`config.mk`:
```
export PLATFORM = sky130hd
export DESIGN_NAME = nmea_sentence_field_extractor_top
export DESIGN_NICKNAME = d
export VERILOG_FILES = /design/src/rtl/nmea_pkg.sv /design/src/rtl/nmea_sentence_field_extractor_top.sv
export SDC_FILE = /design/constraint.sdc
export NUM_CORES = 1
export LEC_CHECK = 0
export BUFFER_PORTS_ARGS = -buffer_cell sky130_fd_sc_hd__buf_2
export CAP_MARGIN = 20
export CORE_MARGIN = 2
export CORE_UTILIZATION = 30
export CTS_CLUSTER_DIAMETER = 200
export DETAILED_ROUTE_END_ITERATION = 10
export GPL_TIMING_DRIVEN = 1
export HOLD_SLACK_MARGIN = 0.08
export PLACE_DENSITY_LB_ADDON = 0.25
export SETUP_SLACK_MARGIN = 0.1
export SLEW_MARGIN = 5
export SYNTH_ARGS = -nofsm -noshare
export SYNTH_HDL_FRONTEND = slang
export SYNTH_SLANG_ARGS = --single-unit
```
`constraint.sdc`:
```
create_clock -name i_clk -period 6 [get_ports i_clk]
set_clock_uncertainty 0.05 [all_clocks]
set_input_delay 0.3 -clock i_clk [delete_from_list [all_inputs] [get_ports i_clk]]
set_output_delay 0.3 -clock i_clk [all_outputs]
set_load 0.02 [all_outputs]
```
`src/rtl/nmea_pkg.sv`:
```
// ============================================================================
// nmea_pkg
// Shared types and constants for the NMEA sentence field extractor.
// ============================================================================
package nmea_pkg;

    // longest line taken, in bytes
    localparam int LINE_LIMIT_DEF = 127;

    // comma counter saturation value
    localparam logic [6:0] COMMA_MAX = 7'd127;

    // header progress codes
    localparam logic [2:0] HP_DONE = 3'd6;
    localparam logic [2:0] HP_FAIL = 3'd7;
    localparam logic [2:0] HP_KIND = 3'd3;

    // mode register codes
    localparam logic [1:0] MODE_NONE     = 2'd0;
    localparam logic [1:0] MODE_POSITION = 2'd1;
    localparam logic [1:0] MODE_ALTITUDE = 2'd2;
    localparam logic [1:0] MODE_SPEED    = 2'd3;
    localparam logic [1:0] MODE_RESET    = MODE_POSITION;

    // special characters
    localparam logic [7:0] CH_NEWLINE = 8'h0A;
    localparam logic [7:0] CH_STAR    = 8'h2A;
    localparam logic [7:0] CH_COMMA   = 8'h2C;
    localparam logic [7:0] CH_G       = 8'h47;
    localparam logic [7:0] CH_V       = 8'h56;

    // sentence kind
    typedef enum logic [1:0] {
        KIND_NONE = 2'd0,
        KIND_GGA  = 2'd1,
        KIND_VTG  = 2'd2
    } t_kind;

    // expected header byte for a kind at a header position
    function automatic logic [7:0] hdr_char(input t_kind kind, input logic [2:0] pos);
        logic [7:0] ch;
        begin
            case (pos)
                3'd0: ch = 8'h24;                                  // '$'
                3'd1: ch = 8'h47;                                  // 'G'
                3'd2: ch = 8'h50;                                  // 'P'
                3'd3: ch = (kind == KIND_VTG) ? 8'h56 : 8'h47;     // 'V' / 'G'
                3'd4: ch = (kind == KIND_VTG) ? 8'h54 : 8'h47;     // 'T' / 'G'
                3'd5: ch = (kind == KIND_VTG) ? 8'h47 : 8'h41;     // 'G' / 'A'
                default: ch = 8'h00;
            endcase
            return ch;
        end
    endfunction

endpackage

```
`src/rtl/nmea_sentence_field_extractor_top.sv`:
```
// ============================================================================
// nmea_sentence_field_extractor_top
// Picks the characters of selected fields out of NMEA GGA / VTG sentences.
// ============================================================================
// Takes one received byte per cycle with no gaps required unless the output
// stalls. A byte is held in the input register, then the header match, comma
// count and field select run in a single pass into the result register, from
// which the result leaves; the sustained rate is one byte per clock. The
// input stalls only while the result register is full and held by the
// output stall. Mode 1 gives GGA fields 2 to 5, mode 2 GGA field
// 9, mode 3 VTG field 7; a newline after a matching sentence gives an end
// marker with a zero character. The header must start a line, text after the
// first '*' is dropped, and bytes past LINE_LIMIT in a line are ignored. Write
// the mode only while no bytes are in flight.
module nmea_sentence_field_extractor_top
    import nmea_pkg::*;
#(
    parameter int LINE_LIMIT = LINE_LIMIT_DEF
) (
    input  logic       i_clk,
    input  logic       i_rst_n,
    // byte input channel
    input  logic       i_in_valid,
    output logic       o_in_stall,
    input  logic [7:0] i_rx_byte,
    // result channel
    output logic       o_out_valid,
    input  logic       i_out_stall,
    output logic [7:0] o_field_char,
    output logic [3:0] o_field_number,
    output logic       o_end_of_sentence,
    // mode register write channel
    input  logic       i_cfg_valid,
    output logic       o_cfg_ready,
    input  logic [1:0] i_cfg_mode
);

    localparam int LP_W = $clog2(LINE_LIMIT + 1);
    localparam logic [LP_W-1:0] LP_MAX = LP_W'(LINE_LIMIT);

    logic [1:0]      r_mode;
    logic            r_in_valid;
    logic [7:0]      r_in_byte;
    logic [LP_W-1:0] r_line_pos,  n_line_pos;
    logic [2:0]      r_hdr,       n_hdr;
    t_kind           r_kind,      n_kind;
    logic [6:0]      r_comma,     n_comma;
    logic            r_star,      n_star;
    logic            r_out_valid;
    logic [7:0]      r_out_char;
    logic [3:0]      r_out_num;
    logic            r_out_eos;
    logic            res_valid;
    logic [7:0]      res_char;
    logic [3:0]      res_num;
    logic            res_eos;
    logic            advance;
    logic            sent_sel;
    logic            field_sel;

    // pipeline moves when the result register is free or being taken
    assign advance     = !r_out_valid || !i_out_stall;
    assign o_in_stall  = r_in_valid && !advance;
    assign o_cfg_ready = 1'b1;

    // mode register
    always_ff @(posedge i_clk) begin
        if (!i_rst_n) begin
            r_mode <= MODE_RESET;
        end else if (i_cfg_valid && o_cfg_ready) begin
            r_mode <= i_cfg_mode;
        end
    end

    // input register
    always_ff @(posedge i_clk) begin
        if (!i_rst_n) begin
            r_in_valid <= 1'b0;
        end else if (!o_in_stall) begin
            r_in_valid <= i_in_valid;
        end
    end

    always_ff @(posedge i_clk) begin
        if (!o_in_stall && i_in_valid) begin
            r_in_byte <= i_rx_byte;
        end
    end

    // per-byte line state update and result select
    always_comb begin
        n_line_pos = r_line_pos;
        n_hdr      = r_hdr;
        n_kind     = r_kind;
        n_comma    = r_comma;
        n_star     = r_star;
        res_valid  = 1'b0;
        res_char   = r_in_byte;
        res_num    = r_comma[3:0];
        res_eos    = 1'b0;
        sent_sel   = 1'b0;
        field_sel  = 1'b0;

        if (r_in_byte == CH_NEWLINE) begin
            // end of line: marker if the finished sentence was selected
            if (r_hdr == HP_DONE) begin
                case (r_kind)
                    KIND_GGA: sent_sel = (r_mode == MODE_POSITION) ||
                                         (r_mode == MODE_ALTITUDE);
                    KIND_VTG: sent_sel = (r_mode == MODE_SPEED);
                    default:  sent_sel = 1'b0;
                endcase
            end
            res_valid  = sent_sel;
            res_char   = 8'h00;
            res_num    = 4'd0;
            res_eos    = sent_sel;
            n_line_pos = '0;
            n_hdr      = 3'd0;
            n_kind     = KIND_NONE;
            n_comma    = 7'd0;
            n_star     = 1'b0;
        end else if (r_line_pos < LP_MAX) begin
            n_line_pos = r_line_pos + LP_W'(1);

            // header match at the start of the line
            if (r_hdr < HP_DONE) begin
                if (r_hdr == HP_KIND) begin
                    if (r_in_byte == CH_G) begin
                        n_kind = KIND_GGA;
                        n_hdr  = r_hdr + 3'd1;
                    end else if (r_in_byte == CH_V) begin
                        n_kind = KIND_VTG;
                        n_hdr  = r_hdr + 3'd1;
                    end else begin
                        n_kind = KIND_NONE;
                        n_hdr  = HP_FAIL;
                    end
                end else if (r_in_byte == hdr_char(r_kind, r_hdr)) begin
                    n_hdr = r_hdr + 3'd1;
                end else begin
                    n_kind = KIND_NONE;
                    n_hdr  = HP_FAIL;
                end
            end

            // selection with the header state after this byte
            if (n_hdr == HP_DONE) begin
                case (n_kind)
                    KIND_GGA: sent_sel = (r_mode == MODE_POSITION) ||
                                         (r_mode == MODE_ALTITUDE);
                    KIND_VTG: sent_sel = (r_mode == MODE_SPEED);
                    default:  sent_sel = 1'b0;
                endcase
            end
            case (r_mode)
                MODE_POSITION: field_sel = (r_comma >= 7'd2) && (r_comma <= 7'd5);
                MODE_ALTITUDE: field_sel = (r_comma == 7'd9);
                MODE_SPEED:    field_sel = (r_comma == 7'd7);
                default:       field_sel = 1'b0;
            endcase

            // field scan up to the checksum
            if (!r_star) begin
                if (r_in_byte == CH_STAR) begin
                    n_star = 1'b1;
                end else if (r_in_byte == CH_COMMA) begin
                    if (r_comma < COMMA_MAX) begin
                        n_comma = r_comma + 7'd1;
                    end
                end else begin
                    res_valid = sent_sel && field_sel;
                end
            end
        end
    end

    // line state registers
    always_ff @(posedge i_clk) begin
        if (!i_rst_n) begin
            r_line_pos <= '0;
            r_hdr      <= 3'd0;
            r_kind     <= KIND_NONE;
            r_comma    <= 7'd0;
            r_star     <= 1'b0;
        end else if (r_in_valid && advance) begin
            r_line_pos <= n_line_pos;
            r_hdr      <= n_hdr;
            r_kind     <= n_kind;
            r_comma    <= n_comma;
            r_star     <= n_star;
        end
    end

    // result register
    always_ff @(posedge i_clk) begin
        if (!i_rst_n) begin
            r_out_valid <= 1'b0;
        end else if (advance) begin
            r_out_valid <= r_in_valid && res_valid;
        end
    end

    always_ff @(posedge i_clk) begin
        if (advance && r_in_valid && res_valid) begin
            r_out_char <= res_char;
            r_out_num  <= res_num;
            r_out_eos  <= res_eos;
        end
    end

    assign o_out_valid       = r_out_valid;
    assign o_field_char      = r_out_char;
    assign o_field_number    = r_out_num;
    assign o_end_of_sentence = r_out_eos;

endmodule

```
# Word level (Yosys, flattened, before mapping)
# Cells that the tools add are included.
totals:
  regBits: 45
  in_bits: 15
  word_cells: 114
classes:
  n_mux: 51
  reduce_logical: 19
  addsub: 3
  magnitude_cmp: 5
  eq_ne: 24
ops:
  columns: ["operator", "n"]
  rows:
  - ["two-way mux 7 bit", 8]
  - ["case mux 7 bit (5 select lines)", 1]
  - ["two-way mux 8 bit", 4]
  - ["two-way mux 3 bit", 10]
  - ["two-way mux 2 bit", 9]
  - ["== test 8 x 6 -> 1 bit, second input constant", 2]
  - ["== test 8 x 7 -> 1 bit, second input constant", 2]
  - ["two-way mux 1 bit", 15]
  - ["adder 7 x 1 -> 7 bit, second input constant", 2]
  - ["less-than comparator 7 bit, second input constant", 2]
  - ["== test 3 bit, second input constant", 4]
  - ["== test 2 bit, second input constant", 4]
  - ["== test 8 x 4 -> 1 bit, second input constant", 1]
  - ["== test 8 bit", 1]
  - ["== test 7 x 3 -> 1 bit, second input constant", 1]
  - ["== test 7 x 4 -> 1 bit, second input constant", 1]
  - ["greater-or-equal comparator 7 x 2 -> 1 bit, second input constant", 1]
  - ["<= comparator 7 x 3 -> 1 bit, second input constant", 1]
  - ["logical AND 1 bit", 7]
  - ["== test 2 x 1 -> 1 bit, second input constant", 3]
  - ["== test 3 x 2 -> 1 bit, second input constant", 2]
  - ["AND reduction 6 bit", 1]
  - ["nonzero test 2 bit", 3]
  - ["two-way mux 5 bit", 1]
  - ["11 further kinds", 16]

# Longest topological paths before layout
logic_depth:
  ltp_word: 25
  ltp_mapped: 17

# Least setup slack after synthesis
# No wires, ideal clock.
synth_path:
  kind: "register to register"
  start: "register r_hdr[0]"
  end: "register r_out_eos (netlist: o_end_of_sentence), enable pin"
  path_stages_with_launch: 16
  setup_ns: 0.387
  setup_slack_ns: 1.719
  synth_period_minus_slack_ns: 4.281
  arrival_time_ns: 3.844
  required_ns: 5.563
  cell_sequence: "dfxtp_1 -> inv_1 -> ha_1 -> mux2_2 -> or4_1 -> o311ai_0 -> o2111ai_1 -> nand2_1 -> a21oi_1 -> ha_1 -> nor4_1 -> and3_1 -> o2111ai_1 -> nor4_1 -> o221ai_1 -> a21oi_1"
synth_via:
  elab_chain_cells: 24
  elab_cells_between_ends: 42
  classes_between: "1 x add/sub; 1 x order compare; 10 x eq/ne; 27 x mux; 3 x reduce/logical"
synth_rtl:
  columns: ["item", "line", "text"]
  rows:
  - ["start, declared", "nmea_sentence_field_extractor_top.sv:45", "logic [2:0] r_hdr, n_hdr;"]
  - ["start signal, assigned", "nmea_sentence_field_extractor_top.sv:188", "r_hdr <= n_hdr;"]
  - ["== test 3 bit (tied with other cells)", "nmea_pkg.sv:43", "case (pos)"]
  - ["case mux 7 bit (5 select lines)", "nmea_pkg.sv:43", null]
  - ["two-way mux 8 bit", "nmea_sentence_field_extractor_top.sv:128", "if (r_hdr == HP_KIND) begin"]
  - ["two-way mux 8 bit", "nmea_sentence_field_extractor_top.sv:127", "if (r_hdr < HP_DONE) begin"]
  - ["two-way mux 8 bit", "nmea_sentence_field_extractor_top.sv:123", "end else if (r_line_pos < LP_MAX) begin"]
  - ["two-way mux 8 bit", "nmea_sentence_field_extractor_top.sv:104", "if (r_in_byte == CH_NEWLINE) begin"]
  - ["== test 8 bit", "nmea_sentence_field_extractor_top.sv:139", "end else if (r_in_byte == hdr_char(r_kind, r_hdr)) begin"]
  - ["two-way mux 2 bit", "nmea_sentence_field_extractor_top.sv:139", null]
  - ["[8 not listed]", null, null]
  - ["two-way mux 1 bit", "nmea_sentence_field_extractor_top.sv:104", null]
  - ["logical AND 1 bit", "nmea_sentence_field_extractor_top.sv:172", "res_valid = sent_sel && field_sel;"]
  - ["two-way mux 1 bit", "nmea_sentence_field_extractor_top.sv:167", "end else if (r_in_byte == CH_COMMA) begin"]
  - ["two-way mux 1 bit", "nmea_sentence_field_extractor_top.sv:165", "if (r_in_byte == CH_STAR) begin"]
  - ["two-way mux 1 bit", "nmea_sentence_field_extractor_top.sv:164", "if (!r_star) begin"]
  - ["two-way mux 1 bit", "nmea_sentence_field_extractor_top.sv:123", null]
  - ["two-way mux 1 bit *", "nmea_sentence_field_extractor_top.sv:104", null]
  - ["logical AND 1 bit *", "nmea_sentence_field_extractor_top.sv:205", "if (advance && r_in_valid && res_valid) begin"]
  - ["end signal, assigned", "nmea_sentence_field_extractor_top.sv:208", "r_out_eos <= res_eos;"]
  - ["end, declared", "nmea_sentence_field_extractor_top.sv:52", "logic r_out_eos;"]
# Mark *: on every way between the ends. The rest lies on a longest branch, timed or not. The select of a mux whose other input is x is not followed.
# A chain may end at the register's enable or synchronous reset.

# Worst setup path in the final report
layout_path:
  start: "register r_hdr[0]"
  end: "register r_out_num[3] (netlist: o_field_number[3]), enable pin"
layout_via:
  elab_chain_cells: 24
  elab_cells_between_ends: 42
  classes_between: "1 x add/sub; 1 x order compare; 10 x eq/ne; 27 x mux; 3 x reduce/logical"
layout_rtl:
  columns: ["item", "line", "text"]
  rows:
  - ["== test 3 bit (tied with other cells)", "nmea_pkg.sv:43", null]
  - ["case mux 7 bit (5 select lines)", "nmea_pkg.sv:43", null]
  - ["two-way mux 8 bit", "nmea_sentence_field_extractor_top.sv:128", null]
  - ["two-way mux 8 bit", "nmea_sentence_field_extractor_top.sv:127", null]
  - ["two-way mux 8 bit", "nmea_sentence_field_extractor_top.sv:123", null]
  - ["two-way mux 8 bit", "nmea_sentence_field_extractor_top.sv:104", null]
  - ["== test 8 bit", "nmea_sentence_field_extractor_top.sv:139", null]
  - ["two-way mux 2 bit", "nmea_sentence_field_extractor_top.sv:139", null]
  - ["[8 not listed]", null, null]
  - ["two-way mux 1 bit", "nmea_sentence_field_extractor_top.sv:104", null]
  - ["logical AND 1 bit", "nmea_sentence_field_extractor_top.sv:172", null]
  - ["two-way mux 1 bit", "nmea_sentence_field_extractor_top.sv:167", null]
  - ["two-way mux 1 bit", "nmea_sentence_field_extractor_top.sv:165", null]
  - ["two-way mux 1 bit", "nmea_sentence_field_extractor_top.sv:164", null]
  - ["two-way mux 1 bit", "nmea_sentence_field_extractor_top.sv:123", null]
  - ["two-way mux 1 bit *", "nmea_sentence_field_extractor_top.sv:104", null]
  - ["logical AND 1 bit *", "nmea_sentence_field_extractor_top.sv:205", null]
  - ["end signal, assigned", "nmea_sentence_field_extractor_top.sv:207", "r_out_num <= res_num;"]
  - ["end, declared", "nmea_sentence_field_extractor_top.sv:51", "logic [3:0] r_out_num;"]
# Marks and branches as above.

==> impl_metrics.ini <==
[power_and_ir_drop]
power_density_nw_per_um2 = 211
p_leak_nw = 1.02
ir_drop_mv = 0.0688

[timing]
period_share_pct = 72.2
hold_violations = 0
timing.fmax_mhz = 231
slew_viol_final = 0
fin_setup_tns_ns = 0
setup_viol = 0
min_period_ns = 4.33
hold-worst-slack_ns = 0.119
slew_headroom_pct = 31.4
rsz0062_at_grt = no
tightestPinTransition_ns = 1.02
fin_ws_ns = 1.67

[run]
cap_violations = 0

[clocking]
cts_made_buffers = 5
post_cts_buffers = 0
cts_sinks = 45
clockBufferDepth = 2
post_cts_resized = 0
path_clk_slew_ns = 0.08
htreeDepth = 2
cts_tree = yes
cts_root_buffer = clkbuf_8
cts_hold_buf = 0
clock_latency_ns = 0.30

[critical_path]
cp_data_required_time_ns = 5.95
crit_chain = inv_1 -> ha_1 -> mux2_2 -> or4_1 -> o311ai_0 -> o2111ai_1 -> nand2_1 -> a21oi_1 -> ha_1 -> nor4_1 -> and3_1 -> o2111ai_1 -> nor4_1 -> o221ai_1 -> a21oi_1 -> buf_4
path_max_fanout = 13
endpoint_kind = flop
worstSetupStartpointType = flop
crit_family = simple AND/OR/NAND/NOR gates
critical_path_buf_inv_count = 2
slowest_delay_ns = 0.46
criticalPathCategory = reg -> reg
cp_slowest_cell = dfxtp_1
cp.arrival_ns = 4.29

[die]
initial_core_util_pct = 31.1
rows = 32
die_h_microns = 94.0
io_pins = 31
die_w_microns = 94.0
core_area_sq_um = 7810
die_area_sq_um = 8840

[yosys]
ys_types = 52
synth_fp_nets = 275
syn_area_sq_um = 2430
synth_edf_count = 21
async_flop_share_pct = 0
ys_seq_elements = 45
yosys-top-cells-count = nor2_1, dfxtp_1, edfxtp_1
netlist.area_leader.share_pct = 25.9
synthMostInstantiatedCell = nor2_1
synthFlopType = dfxtp_1
syn-instance-count = 243
yosysWarnings = 0
synth_top_area_cell = edfxtp_1
avgSynthCellArea_sq_um = 10.0
yosysSeqAreaShare_pct = 45.7
synth.area.top_cells = edfxtp_1, dfxtp_1, ha_1

[global_route]
grt_first_pass_wirelength_mm = 8.24
grt_max_degree = 14
grt_pass1_vias = 1650
grt_overflow_total = 0
grtUsageTotal_pct = 12.0
antenna_found_initial = 0

[routing]
ant_nets = 0
wl_per_cell_microns = 13.5
drt_pass1_iterations = 4
routed_wl_mm = 4.95
vias = 1832
drc_errors = 0
drtIter0Drc = 66
viasPerCell = 4.99

[placed_design]
io_buffer_count = 29
place_hpwl_mm = 3.79
gp_congestion = 0.872
placed_cells = 359
place_ws_ns = 1.75

[hold_path]
min_path_type = in -> reg

[cells_and_area]
nNetsFinal = 296
syn2layout_area_growth_pct = 10.6
instances_no_fill = 367
num_antenna_cells = 0
drive_gt1_share_pct = 16.6

[run_status]
status = finished clean
==> cell families (layout without fill, tap and decap cells) <==
kind of cell	Yosys count	after routing	share of synthesized area [%]
compound gates	39	39	11.9
xor+xnor	12	12	4.32
fa+ha+maj	17	17	8.75
buf+inv	34	56	7.05
flops	45	45	45.7
mux	4	4	1.70
other cells	1	1	0.154
simple gates	91	91	20.4
==> stage by stage <==
| stage | total power [W] | instance area, sq um | utilization, % |
|---|---|---|---|
| 4_1_cts | 0.000575 | 2690 | 34.4 |
| 5_1_grt | 0.000594 | 2690 | 34.4 |
| 3_3_place_gp | 0.000395 | 2610 | 33.4 |
| 6_report | 0.000567 | 2690 | 34.4 |
| 2_1_floorplan | 0.000382 | 2430 | - |
| 3_5_place_dp | 0.000394 | 2610 | 33.4 |
==> path summary, 6_finish.rpt <==
check / startpoint / to / slack, ns / cells past startpoint
hold / removal: i_rx_byte[6] / r_in_byte[6] / 0.12 / 1
hold reg to reg: r_line_pos[6] / r_line_pos[6] / 0.47 / 2
setup reg to reg: r_hdr[0] / o_field_number[3] / 1.67 / 16
setup / recovery: r_hdr[0] / o_field_number[3] / 1.67 / 16
==> layout by cell type, fill, tap and decap left out, drive strengths merged, types with 3 or more instances in the layout <==
| master | count |
|---|---|
| buf | 30 |
| nor2 | 28 |
| dfxtp | 24 |
| edfxtp | 21 |
| inv | 18 |
| ha | 17 |
| nand2 | 13 |
| nand4 | 11 |
| a21oi | 10 |
| xor2 | 9 |
| and3 | 7 |
| nor4 | 6 |
| a22oi | 6 |
| clkbuf | 5 |
| and2 | 4 |
| nand3 | 4 |
| nor2b | 3 |
| a31oi | 3 |
| mux2i | 3 |
| xnor2 | 3 |
| nor3 | 3 |
| o21ai | 3 |
| clkinv | 3 |
==> routing by layer <==
metal	GRT usage [%]	part of all wire, %
met5	0	0
met1	17.2	49
met4	4.35	1.5
met2	17.9	44
met3	2.17	5.6
==> flip-flops by register name (all words and copies together), names as in the netlist <==
register	cells
r_mode	2
o_end_of_sentence	1
o_out_valid	1
r_comma	7
r_in_valid	1
r_hdr	3
r_star	1
r_in_byte	8
r_line_pos	7
o_field_char	8
o_field_number	4
r_kind	2
==> final cells by class <==
class	instances	area [sq um]
clock buffers	5	68.8
clock inverters	3	12.5
fillers	798	5120
inverters	18	67.6
multi-input cells	164	1150
flip-flops and latches	45	1110
well taps	102	128
repair buffers	30	153
==> where the power goes <==
group / total (W) / leakage (nW) / switching (W) / internal (W)
combinational: 0.0000461 / 0.584 / 0.0000262 / 0.0000199
sequential: 0.000341 / 0.389 / 0.0000120 / 0.000329
clock: 0.000180 / 0.0430 / 0.000102 / 0.0000786
Power figures use the tool's default switching activity.
